**src/rtl/assert_macros.svh**
```systemverilog
// ----------------------------------------------------------------------------
// assert_macros.svh
// Assertion helpers for the RTL, clocked on aclk and held off in reset
// ----------------------------------------------------------------------------
`ifndef ASSERT_MACROS_SVH
`define ASSERT_MACROS_SVH

// property checked at every rising edge of aclk outside reset
`define CHK_ALWAYS(label, prop, msg) \
    label: assert property (@(posedge aclk) disable iff (!aresetn) (prop)) \
        else $error(msg);

// property checked in the cycle after its trigger
`define CHK_NEXT(label, trig, prop, msg) \
    label: assert property (@(posedge aclk) disable iff (!aresetn) (trig) |=> (prop)) \
        else $error(msg);

`endif

```
**src/rtl/pho_pkg.sv**
```systemverilog
// ----------------------------------------------------------------------------
// pho_pkg
// Shared widths, constants and types of the pixel halo outline block
// ----------------------------------------------------------------------------
package pho_pkg;

    localparam int ROW_W         = 64;
    localparam int CFG_W         = 7;
    localparam int MAX_WIDTH_DEF = 64;
    localparam logic [CFG_W-1:0] RESET_WIDTH = 7'd64;

    // in: fg_row, mark_row; out: out_fg_row, halo_row
    localparam int TDATA_W = 2 * ROW_W;

    // result buffer
    localparam int BUF_DEPTH = 4;
    localparam int BUF_PTR_W = $clog2(BUF_DEPTH);
    localparam int BUF_CNT_W = $clog2(BUF_DEPTH + 1);

    typedef logic [ROW_W-1:0] row_t;

    typedef struct packed {
        logic end_of_bitmap;
        row_t halo_row;
        row_t out_fg_row;
    } res_t;

endpackage

```
**src/rtl/pixel_halo_outline.sv**
```systemverilog
// ----------------------------------------------------------------------------
// pixel_halo_outline
// 3x3 binary dilation halo over a bitmap streamed one row per transfer
// ----------------------------------------------------------------------------
// One row is taken per cycle. A row's result is written to the output buffer
// in the cycle its lower neighbor is taken, and can reach the master side
// from the cycle after; a row flagged with tlast is written together with its
// predecessor, so that transfer can add two results. The four-entry result
// buffer sets the input side: s_tready is high while two entries are free,
// which keeps one row per cycle as long as the master side drains one result
// per cycle. row_width is taken from cfg_wr_data on any cycle with cfg_wr_en.
module pixel_halo_outline #(
    parameter int MAX_WIDTH = pho_pkg::MAX_WIDTH_DEF
) (
    input  logic                        aclk,
    input  logic                        aresetn,
    // config
    input  logic                        cfg_wr_en,
    input  logic [pho_pkg::CFG_W-1:0]   cfg_wr_data,   // row_width
    // row input
    input  logic                        s_tvalid,
    output logic                        s_tready,
    input  logic [pho_pkg::TDATA_W-1:0] s_tdata,       // fg_row, mark_row
    input  logic                        s_tlast,       // last_row
    // result output
    output logic                        m_tvalid,
    input  logic                        m_tready,
    output logic [pho_pkg::TDATA_W-1:0] m_tdata,       // out_fg_row, halo_row
    output logic                        m_tlast        // end_of_bitmap
);
    import pho_pkg::*;
`include "assert_macros.svh"

    logic [CFG_W-1:0] width_reg;
    row_t held_fg_reg, held_fg_next;
    row_t held_mark_reg, held_mark_next;
    row_t above_fg_reg, above_fg_next;
    logic held_valid_reg, held_valid_next;

    logic [CFG_W-1:0] width_eff;
    row_t width_mask;
    row_t in_fg;
    row_t in_mark;
    row_t above_after;
    row_t halo_held;
    row_t halo_last;
    logic s_fire;
    logic m_fire;
    logic push0;
    logic push1;
    res_t res0;
    res_t res1;
    res_t out_res;
    logic buf_room;
    logic [BUF_CNT_W-1:0] buf_count;

    assign in_fg   = s_tdata[ROW_W-1:0];
    assign in_mark = s_tdata[TDATA_W-1:ROW_W];
    assign s_fire  = s_tvalid && s_tready;
    assign m_fire  = m_tvalid && m_tready;

    // clamp the width to 1..MAX_WIDTH and build the column mask
    always_comb begin
        if (width_reg == '0) begin
            width_eff = CFG_W'(1);
        end else if (width_reg > CFG_W'(MAX_WIDTH)) begin
            width_eff = CFG_W'(MAX_WIDTH);
        end else begin
            width_eff = width_reg;
        end
        for (int i = 0; i < ROW_W; i++) begin
            width_mask[i] = (CFG_W'(i) < width_eff);
        end
    end

    always_ff @(posedge aclk) begin
        if (!aresetn) begin
            width_reg <= RESET_WIDTH;
        end else if (cfg_wr_en) begin
            width_reg <= cfg_wr_data;
        end
    end

    assign above_after = held_valid_reg ? held_fg_reg : above_fg_reg;

    pho_halo u_halo_held (
        .up_row     (above_fg_reg),
        .mid_row    (held_fg_reg),
        .down_row   (in_fg),
        .mark_row   (held_mark_reg),
        .width_mask (width_mask),
        .halo_row   (halo_held)
    );

    pho_halo u_halo_last (
        .up_row     (above_after),
        .mid_row    (in_fg),
        .down_row   ('0),
        .mark_row   (in_mark),
        .width_mask (width_mask),
        .halo_row   (halo_last)
    );

    always_comb begin
        res0.out_fg_row    = held_fg_reg;
        res0.halo_row      = halo_held;
        res0.end_of_bitmap = 1'b0;
        res1.out_fg_row    = in_fg;
        res1.halo_row      = halo_last;
        res1.end_of_bitmap = 1'b1;
        push0 = s_fire && held_valid_reg;
        push1 = s_fire && s_tlast;
    end

    always_comb begin
        held_fg_next    = held_fg_reg;
        held_mark_next  = held_mark_reg;
        above_fg_next   = above_fg_reg;
        held_valid_next = held_valid_reg;
        if (s_fire) begin
            if (s_tlast) begin
                // end of bitmap: next transfer starts a fresh one
                held_fg_next    = '0;
                held_mark_next  = '0;
                above_fg_next   = '0;
                held_valid_next = 1'b0;
            end else begin
                held_fg_next    = in_fg;
                held_mark_next  = in_mark;
                above_fg_next   = above_after;
                held_valid_next = 1'b1;
            end
        end
    end

    always_ff @(posedge aclk) begin
        if (!aresetn) begin
            held_fg_reg    <= '0;
            held_mark_reg  <= '0;
            above_fg_reg   <= '0;
            held_valid_reg <= 1'b0;
        end else begin
            held_fg_reg    <= held_fg_next;
            held_mark_reg  <= held_mark_next;
            above_fg_reg   <= above_fg_next;
            held_valid_reg <= held_valid_next;
        end
    end

    pho_out_fifo u_out_fifo (
        .aclk      (aclk),
        .aresetn   (aresetn),
        .wr_en0    (push0),
        .wr_data0  (res0),
        .wr_en1    (push1),
        .wr_data1  (res1),
        .rd_en     (m_fire),
        .rd_data   (out_res),
        .not_empty (m_tvalid),
        .room_two  (buf_room),
        .count     (buf_count)
    );

    assign s_tready = buf_room;
    assign m_tdata  = {out_res.halo_row, out_res.out_fg_row};
    assign m_tlast  = out_res.end_of_bitmap;

    `CHK_ALWAYS(a_buf_bound, buf_count <= BUF_CNT_W'(BUF_DEPTH), "result buffer overflow")
    `CHK_NEXT(a_last_clears, s_fire && s_tlast, !held_valid_reg && (above_fg_reg == '0), "bitmap end did not clear held state")
    `CHK_NEXT(a_one_result, s_fire && held_valid_reg && !s_tlast && !m_fire, buf_count == $past(buf_count) + BUF_CNT_W'(1), "held row result not queued")

endmodule

```
**src/rtl/pho_halo.sv**
```systemverilog
// ----------------------------------------------------------------------------
// pho_halo
// 3x3 dilation of one row against its upper and lower neighbors, plus own mark
// ----------------------------------------------------------------------------
module pho_halo (
    input  pho_pkg::row_t up_row,
    input  pho_pkg::row_t mid_row,
    input  pho_pkg::row_t down_row,
    input  pho_pkg::row_t mark_row,
    input  pho_pkg::row_t width_mask,
    output pho_pkg::row_t halo_row
);
    import pho_pkg::*;

    row_t up_m;
    row_t down_m;
    row_t any_m;

    always_comb begin
        up_m   = up_row & width_mask;
        down_m = down_row & width_mask;
        any_m  = up_m | (mid_row & width_mask) | down_m;
        // horizontal neighbors from any row, vertical ones from up and down
        halo_row = ((any_m << 1) | (any_m >> 1) | up_m | down_m | mark_row) & width_mask;
    end

endmodule

```
**src/rtl/pho_out_fifo.sv**
```systemverilog
// ----------------------------------------------------------------------------
// pho_out_fifo
// Small result buffer taking up to two results per cycle, giving one
// ----------------------------------------------------------------------------
module pho_out_fifo (
    input  logic          aclk,
    input  logic          aresetn,
    input  logic          wr_en0,
    input  pho_pkg::res_t wr_data0,
    input  logic          wr_en1,
    input  pho_pkg::res_t wr_data1,
    input  logic          rd_en,
    output pho_pkg::res_t rd_data,
    output logic          not_empty,
    output logic          room_two,
    output logic [pho_pkg::BUF_CNT_W-1:0] count
);
    import pho_pkg::*;

    res_t mem [BUF_DEPTH];

    logic [BUF_PTR_W-1:0] wr_ptr_reg, wr_ptr_next;
    logic [BUF_PTR_W-1:0] rd_ptr_reg, rd_ptr_next;
    logic [BUF_CNT_W-1:0] count_reg, count_next;
    logic [BUF_PTR_W-1:0] slot1;

    // second result lands after the first when both are present
    assign slot1 = wr_en0 ? (wr_ptr_reg + BUF_PTR_W'(1)) : wr_ptr_reg;

    always_comb begin
        wr_ptr_next = wr_ptr_reg + BUF_PTR_W'(wr_en0) + BUF_PTR_W'(wr_en1);
        rd_ptr_next = rd_ptr_reg + BUF_PTR_W'(rd_en);
        count_next  = count_reg + BUF_CNT_W'(wr_en0) + BUF_CNT_W'(wr_en1)
                      - BUF_CNT_W'(rd_en);
    end

    always_ff @(posedge aclk) begin
        if (!aresetn) begin
            wr_ptr_reg <= '0;
            rd_ptr_reg <= '0;
            count_reg  <= '0;
        end else begin
            wr_ptr_reg <= wr_ptr_next;
            rd_ptr_reg <= rd_ptr_next;
            count_reg  <= count_next;
        end
    end

    always_ff @(posedge aclk) begin
        if (wr_en0) begin
            mem[wr_ptr_reg] <= wr_data0;
        end
        if (wr_en1) begin
            mem[slot1] <= wr_data1;
        end
    end

    assign rd_data   = mem[rd_ptr_reg];
    assign not_empty = (count_reg != '0);
    assign room_two  = (count_reg <= BUF_CNT_W'(BUF_DEPTH - 2));
    assign count     = count_reg;

endmodule

```
**config.mk**
```make
export PLATFORM = sky130hd
export DESIGN_NAME = pixel_halo_outline
export DESIGN_NICKNAME = d
export VERILOG_FILES = /design/src/rtl/pho_pkg.sv /design/src/rtl/pixel_halo_outline.sv /design/src/rtl/pho_halo.sv /design/src/rtl/pho_out_fifo.sv
export VERILOG_INCLUDE_DIRS = /design/src /design/src/rtl
export SDC_FILE = /design/constraint.sdc
export NUM_CORES = 1
export LEC_CHECK = 0
export ABC_AREA = 1
export BUFFER_PORTS_ARGS = -buffer_cell sky130_fd_sc_hd__buf_2
export CAP_MARGIN = 5
export CORE_ASPECT_RATIO = 2
export CORE_MARGIN = 1.5
export CORE_UTILIZATION = 30
export DETAILED_ROUTE_END_ITERATION = 6
export PLACE_DENSITY = 0.45
export SYNTH_ARGS = -nofsm -noshare
export SYNTH_HDL_FRONTEND = slang
export SYNTH_SLANG_ARGS = --single-unit
```
**constraint.sdc**
```tcl
create_clock -name aclk -period 6.15 [get_ports aclk]
set_clock_uncertainty 0.2 [all_clocks]
set_input_delay 0.9225 -clock aclk [delete_from_list [all_inputs] [get_ports aclk]]
set_output_delay 0.9225 -clock aclk [all_outputs]
set_load 0.005 [all_outputs]
```
---- After elaboration in Yosys (flattened, before gate mapping) ----
Memory sizes are Yosys's and may differ from the RTL's. A register that Yosys moved wholly into a read port is not among the register bits.
Cells that the tools add are included.
storage, ports and cells
  flip-flop bits (word level) ............. 207
  bits in writable memories ............... 516
  input bits .............................. 141
  word-level logic and storage cells ...... 117
  memories ................................ 1
cells by class
  $add $sub $neg .......................... 7
  magnitude comparators ................... 66
  muxes and demuxes ....................... 13
  bitwise logic cells ..................... 16
  reductions and logical operators ........ 6
memories
  name            depth  width  rd ports  clocked after memory_dff  write ports  RTL line            RTL
  u_out_fifo.mem  4      129    1         1                         2            pho_out_fifo.sv:20  res_t mem [BUF_DEPTH];
operators by type and width
  kind                                                                    count
  64-bit bitwise OR                                                       8
  64-bit bitwise AND                                                      6
  64-bit 2-to-1 mux                                                       4
  6-bit by 7-bit < comparator with 1-bit output (first input constant)    32
  64-bit by 63-bit bitwise OR with 64-bit output                          2
  5-bit by 7-bit < comparator with 1-bit output (first input constant)    16
  4-bit by 7-bit < comparator with 1-bit output (first input constant)    8
  3-bit by 7-bit < comparator with 1-bit output (first input constant)    4
  1-bit by 7-bit < comparator with 1-bit output (first input constant)    2
  2-bit by 7-bit < comparator with 1-bit output (first input constant)    2
  7-bit 2-to-1 mux                                                        2
  7-bit > comparator (second input constant)                              1
  7-bit logical NOT                                                       1
  2-bit by 1-bit adder with 2-bit output                                  3
  3-bit by 1-bit adder with 3-bit output                                  2
  1-bit 2-to-1 mux                                                        5
  1-bit logical AND                                                       4
  2-bit 2-to-1 mux                                                        2
  3-bit by 2-bit <= comparator with 1-bit output (second input constant)  1
  3-bit nonzero test                                                      1
  3-bit by 1-bit subtractor with 3-bit output                             1
  2-bit by 1-bit adder with 2-bit output (second input constant)          1

---- Longest topological paths before layout ----
  depth in word-level cells ............... 12
  depth in mapped cells ................... 13

---- Cells and area by module ----
A second synthesis with hierarchy kept.
second synthesis, totals
  cell total of the unflattened synthesis .. 5667
  area, all modules ....................... 42331.8 um2
by module, submodules not included
  module              instances  cells an instance  area each (um2)
  pho_out_fifo        1          3089               28036.9
  pixel_halo_outline  1          1196               8176.6
  pho_halo            2          691                3059.2

---- Worst setup path before layout ----
No wires, ideal clock.
  path type ............................... input-to-reg
  start ................................... input s_tvalid
  end ..................................... memory u_out_fifo.mem[1][0] (netlist bit), enable pin
  arrival ................................. 3.899 ns
  required time ........................... 4.832 ns
  setup slack ............................. 0.933 ns
  stages on the path ...................... 7
  cell sequence ........................... nand3_1 inv_1 nand3_1 inv_1 nand2_2 clkbuf_1 nand2_1
RTL lines
  element          RTL line                  RTL
  start, declared  pixel_halo_outline.sv:21  input logic s_tvalid,
  end, declared    pho_out_fifo.sv:20

==> results by stage <==
Synthesis:
- The flip-flop cell with the highest count after synthesis is edfxtp_1.
- The post-synthesis share of cell area spent on full adders, half adders and majority gates is 0.410%.
- The average footprint of a synthesized cell is 8.43 sq um.
- Counting flops with an async set or reset pin after synthesis yields a share of 0%.
- The synthesized netlist devotes 18.1% of its cell area to compound gates.
- The post-synthesis net count is 4420.
- The synthesized netlist occupies a cell area of 36000 sq um.
- The xor and xnor fraction of the mapped netlist area is 0.163%.
- Synthesis instantiated 49 different standard cells from the library.
- The count of state elements after synthesis is 723.
- The fraction of the mapped netlist area in simple logic gates is 20.9%.
- Multiplexer cells account for 0% of the synthesized area.
- After synthesis, the largest family of logic cells by area is simple AND/OR/NAND/NOR gates.
- Summing the sequential cell areas from Yosys gives 54.5% of the chip area.
- The count of mapped cells out of synthesis is 4269.
- The total of warnings raised by yosys is 0.
- The number of enable-type register cells in the synthesized netlist is 512.

Critical path:
- For this run, the slowest stage of the critical path takes 0.81 ns.
- STA classifies the critical path startpoint as a register.
- The worst endpoint required time is 5.03 ns.
- Along the worst path, the maximum fanout reaches 86.
- The critical path goes through buf_4 > buf_4 > o21ai_0 > o22ai_1 > buf_2.
- The highest-delay cell along the critical path is buf_4.
- Counting stages on the worst path, the most repeated cell is buf_4.
- The number of buffers and inverters on the critical path is 3.
- The worst setup path is of the reg -> out kind.
- The signal arrival time at the worst endpoint is 3.69 ns.
- Broken down by cell family, the worst path's largest delay share belongs to buffers and inverters.
- The endpoint kind of the worst setup timing path is an output port.

Run:
- The max-cap violation count is 0.

Clock tree:
- The number of buffers on the longest clock path is 3.
- The number of buffers added for setup after CTS is 0.
- The clock edge transition at the registers on the reported setup and hold paths is 0.06 ns.
- In this run, CTS created clock tree buffers numbering 73.
- The count of instances resized after the clock tree is built is 0.
- For this design, the sink count on the clock tree is 723.
- The buffer type at the clock tree root is clkbuf_16.
- TritonCTS built the clock tree.
- The later pin in the worst-skew pair is clocked with a latency of 0.67 ns.
- The hold buffer count at CTS is 0.
- The H-tree generated during clock tree synthesis spans 3 levels.

Global route:
- The number of global-route vias before repair is 32700.
- After global routing the overflow that remains totals 0.
- The global-route usage over all layers is 25.8%.
- The first global-routing pass estimated 228000 microns of wire.
- The number of antenna violations at the first check in global routing was 5.
- The largest net degree at the start of global routing is 161.

STA:
- The total count of hold-check failures in the final report is 0.
- The worst pin sits at a relative slew slack of 24.2%.
- The max-slew violation count is 0.
- The final critical path takes up 78.3% of the cycle.
- The fmax is 208 MHz.
- The smallest hold slack is 0.259 ns.
- The routed design could run at a clock period as short as 4.81 ns.
- Setup repair after global routing left no endpoint under its margin.
- For the final routed database, the setup TNS stands at 0 ns.
- The slew at the pin with the worst max-slew slack is 1.13 ns.
- The number of setup violations in the final report is 0.

Routing:
- The total iterations of the first detailed-routing run is 7.
- The per-cell via count in the routed design is 5.53.
- For this run, design rule violations remaining after detail routing come to 36.
- The total wirelength of the detailed-routed design is 159000 microns.
- The per-cell routed wire length is 26.5 microns.
- The number of nets with antenna violations after detailed routing is 0.
- The first-iteration detailed-routing DRC count is 2642.
- The routed layout has 33100 vias.

Die:
- The die covers 122000 sq um.
- Once the floorplan was initialized, standard cells occupied 30.3% of the core.
- The number of I/O pins is 272.
- The die is 248 microns wide.
- In this run the core area contains 179 standard-cell rows.
- The vertical extent of the die is 493 microns.
- The core region area is 119000 sq um.

Pwr:
- The analysis attributes to net switching a power of 6.02 mW.
- In this run the power density over the cells is 384 nW/um^2.
- The leakage dissipation is 15.0 nW.
- Sequential cells burn 38.8% of the power.
- Net switching is 37.8% of the power.
- The internal power of the cells is 9.89 mW.
- Across the VDD grid, the largest voltage drop is 188 uV.
- The clock network burns 30.0% of the power.
- The combinational group share of total power is 31.2%.

Placement:
- At the end of routability-driven placement, the weighted congestion stood at 0.886.
- The number of port buffers is 271.
- The number of instances in the placed design is 5857.
- The detailed placement HPWL is 108000 microns.

Status:
- The final reports fail on design-rule violations.
- The flow ran to the end, but the final reports show violations.

Finish:
- Relative to the synthesized area, the layout overhead comes to 15.0%.
- The fraction of final layout cells with drive strength greater than 1 is 12.1%.
- At the end of the flow, the number of nets in the layout was 4545.
- The register with the most flip-flops in the layout has 516 of them.
- Ranked by flip-flop count, first place goes to u_out_fifo.mem.
- The filler-free cell count of the finished design is 5994.

Hold path:
- The worst hold path belongs to the class reg -> reg.
final cells by class:
class	count	area, sq um
Inverter	252	961
Multi-Input combinational cell	3005	14400
Timing Repair Buffer	339	2040
Tap cell	1538	1920
Fill cell	12400	77500
Clock inverter	28	270
Clock buffer	107	2190
Sequential cell	723	19600
Antenna cell	2	5.00
cells in the final DEF (no fill, tap or decap), drive strengths merged, types with 6 or more instances in the layout:
| cell type | instances |
|---|---|
| o21ai | 519 |
| clkinv | 18 |
| ha | 7 |
| inv | 254 |
| o22ai | 397 |
| nand4 | 9 |
| buf | 339 |
| nor2 | 413 |
| dfxtp | 211 |
| and2 | 6 |
| nand2 | 982 |
| a31oi | 7 |
| nand3 | 364 |
| a21oi | 229 |
| clkbuf | 107 |
| nand3b | 8 |
| edfxtp | 512 |
| nor3 | 30 |
tightest hold or removal path: stages (launching register included):
cell and delay, ns:
dfxtp_1 0.31, nand2_1 0.06, nand2_1 0.05
path summary, 6_finish.rpt:
check,end,cells past startpoint,slack (ns),startpoint
max,m_tdata[81],5,1.34,u_out_fifo.rd_ptr_reg[0]
min,u_out_fifo.mem[2][128],2,0.26,u_out_fifo.mem[2][128]
max reg2reg,u_out_fifo.mem[3][84],10,2.35,u_out_fifo.wr_ptr_reg[0]
min reg2reg,u_out_fifo.mem[2][128],2,0.26,u_out_fifo.mem[2][128]
kinds of logic after synthesis:
logic type	after synthesis
flip-flops	723
adder cells (fa/ha/maj)	10
buffers and inverters	541
XOR/XNOR	5
AO/OA/AOI/OAI	1169
AND/OR/NAND/NOR	1821
synthesized netlist by cell type, types with 7 or more instances:
library cell,number,area (sq um)
nand2_1,966,3630
edfxtp_1,512,15400
o21ai_0,468,2340
nor2_1,405,1520
o22ai_1,397,2480
nand3_1,363,1820
inv_1,234,878
a21oi_1,220,1100
dfxtp_1,211,4220
clkbuf_1,209,785
buf_2,61,305
o21ai_1,45,225
nor3_1,30,150
inv_2,17,63.8
nand2_2,14,87.6
buf_1,11,41.3
buf_4,8,60.1
nand3b_1,8,60.1
nand4_1,8,50.1
ha_1,7,87.6
power by group through the flow:
stage | logic [mW] | clock network (mW) | registers, mW
after floorplan | 2.55 | 0 | 6.18
after global placement | 5.03 | 0 | 6.27
after detailed placement | 5.03 | 0 | 6.27
after CTS | 5.05 | 4.85 | 6.17
after global routing | 5.36 | 5.00 | 6.22
final | 4.97 | 4.78 | 6.17
through the flow:
step | utilization [%] | cell area [sq um] | worst slack, ns | total power [mW]
6_report | 34.8 | 41400 | 1.34 | 15.9
5_1_grt | 34.8 | 41400 | 1.22 | 16.6
4_1_cts | 34.8 | 41400 | 1.37 | 16.1
3_5_place_dp | 32.7 | 38900 | 2.13 | 11.3
3_3_place_gp | 32.7 | 38900 | 2.16 | 11.3
2_1_floorplan | - | 36000 | 0.933 | 8.73
per-layer routing:
metal	GRT usage (%)	part of all wire, %	vias up
met3	3.17	5.3	356
met2	45.9	51	1275
met5	0	0.014	-
met4	14.3	5.7	4
met1	29.4	38	16200
li1	-	-	15300
No activity file was read; power rests on OpenSTA's default activity.
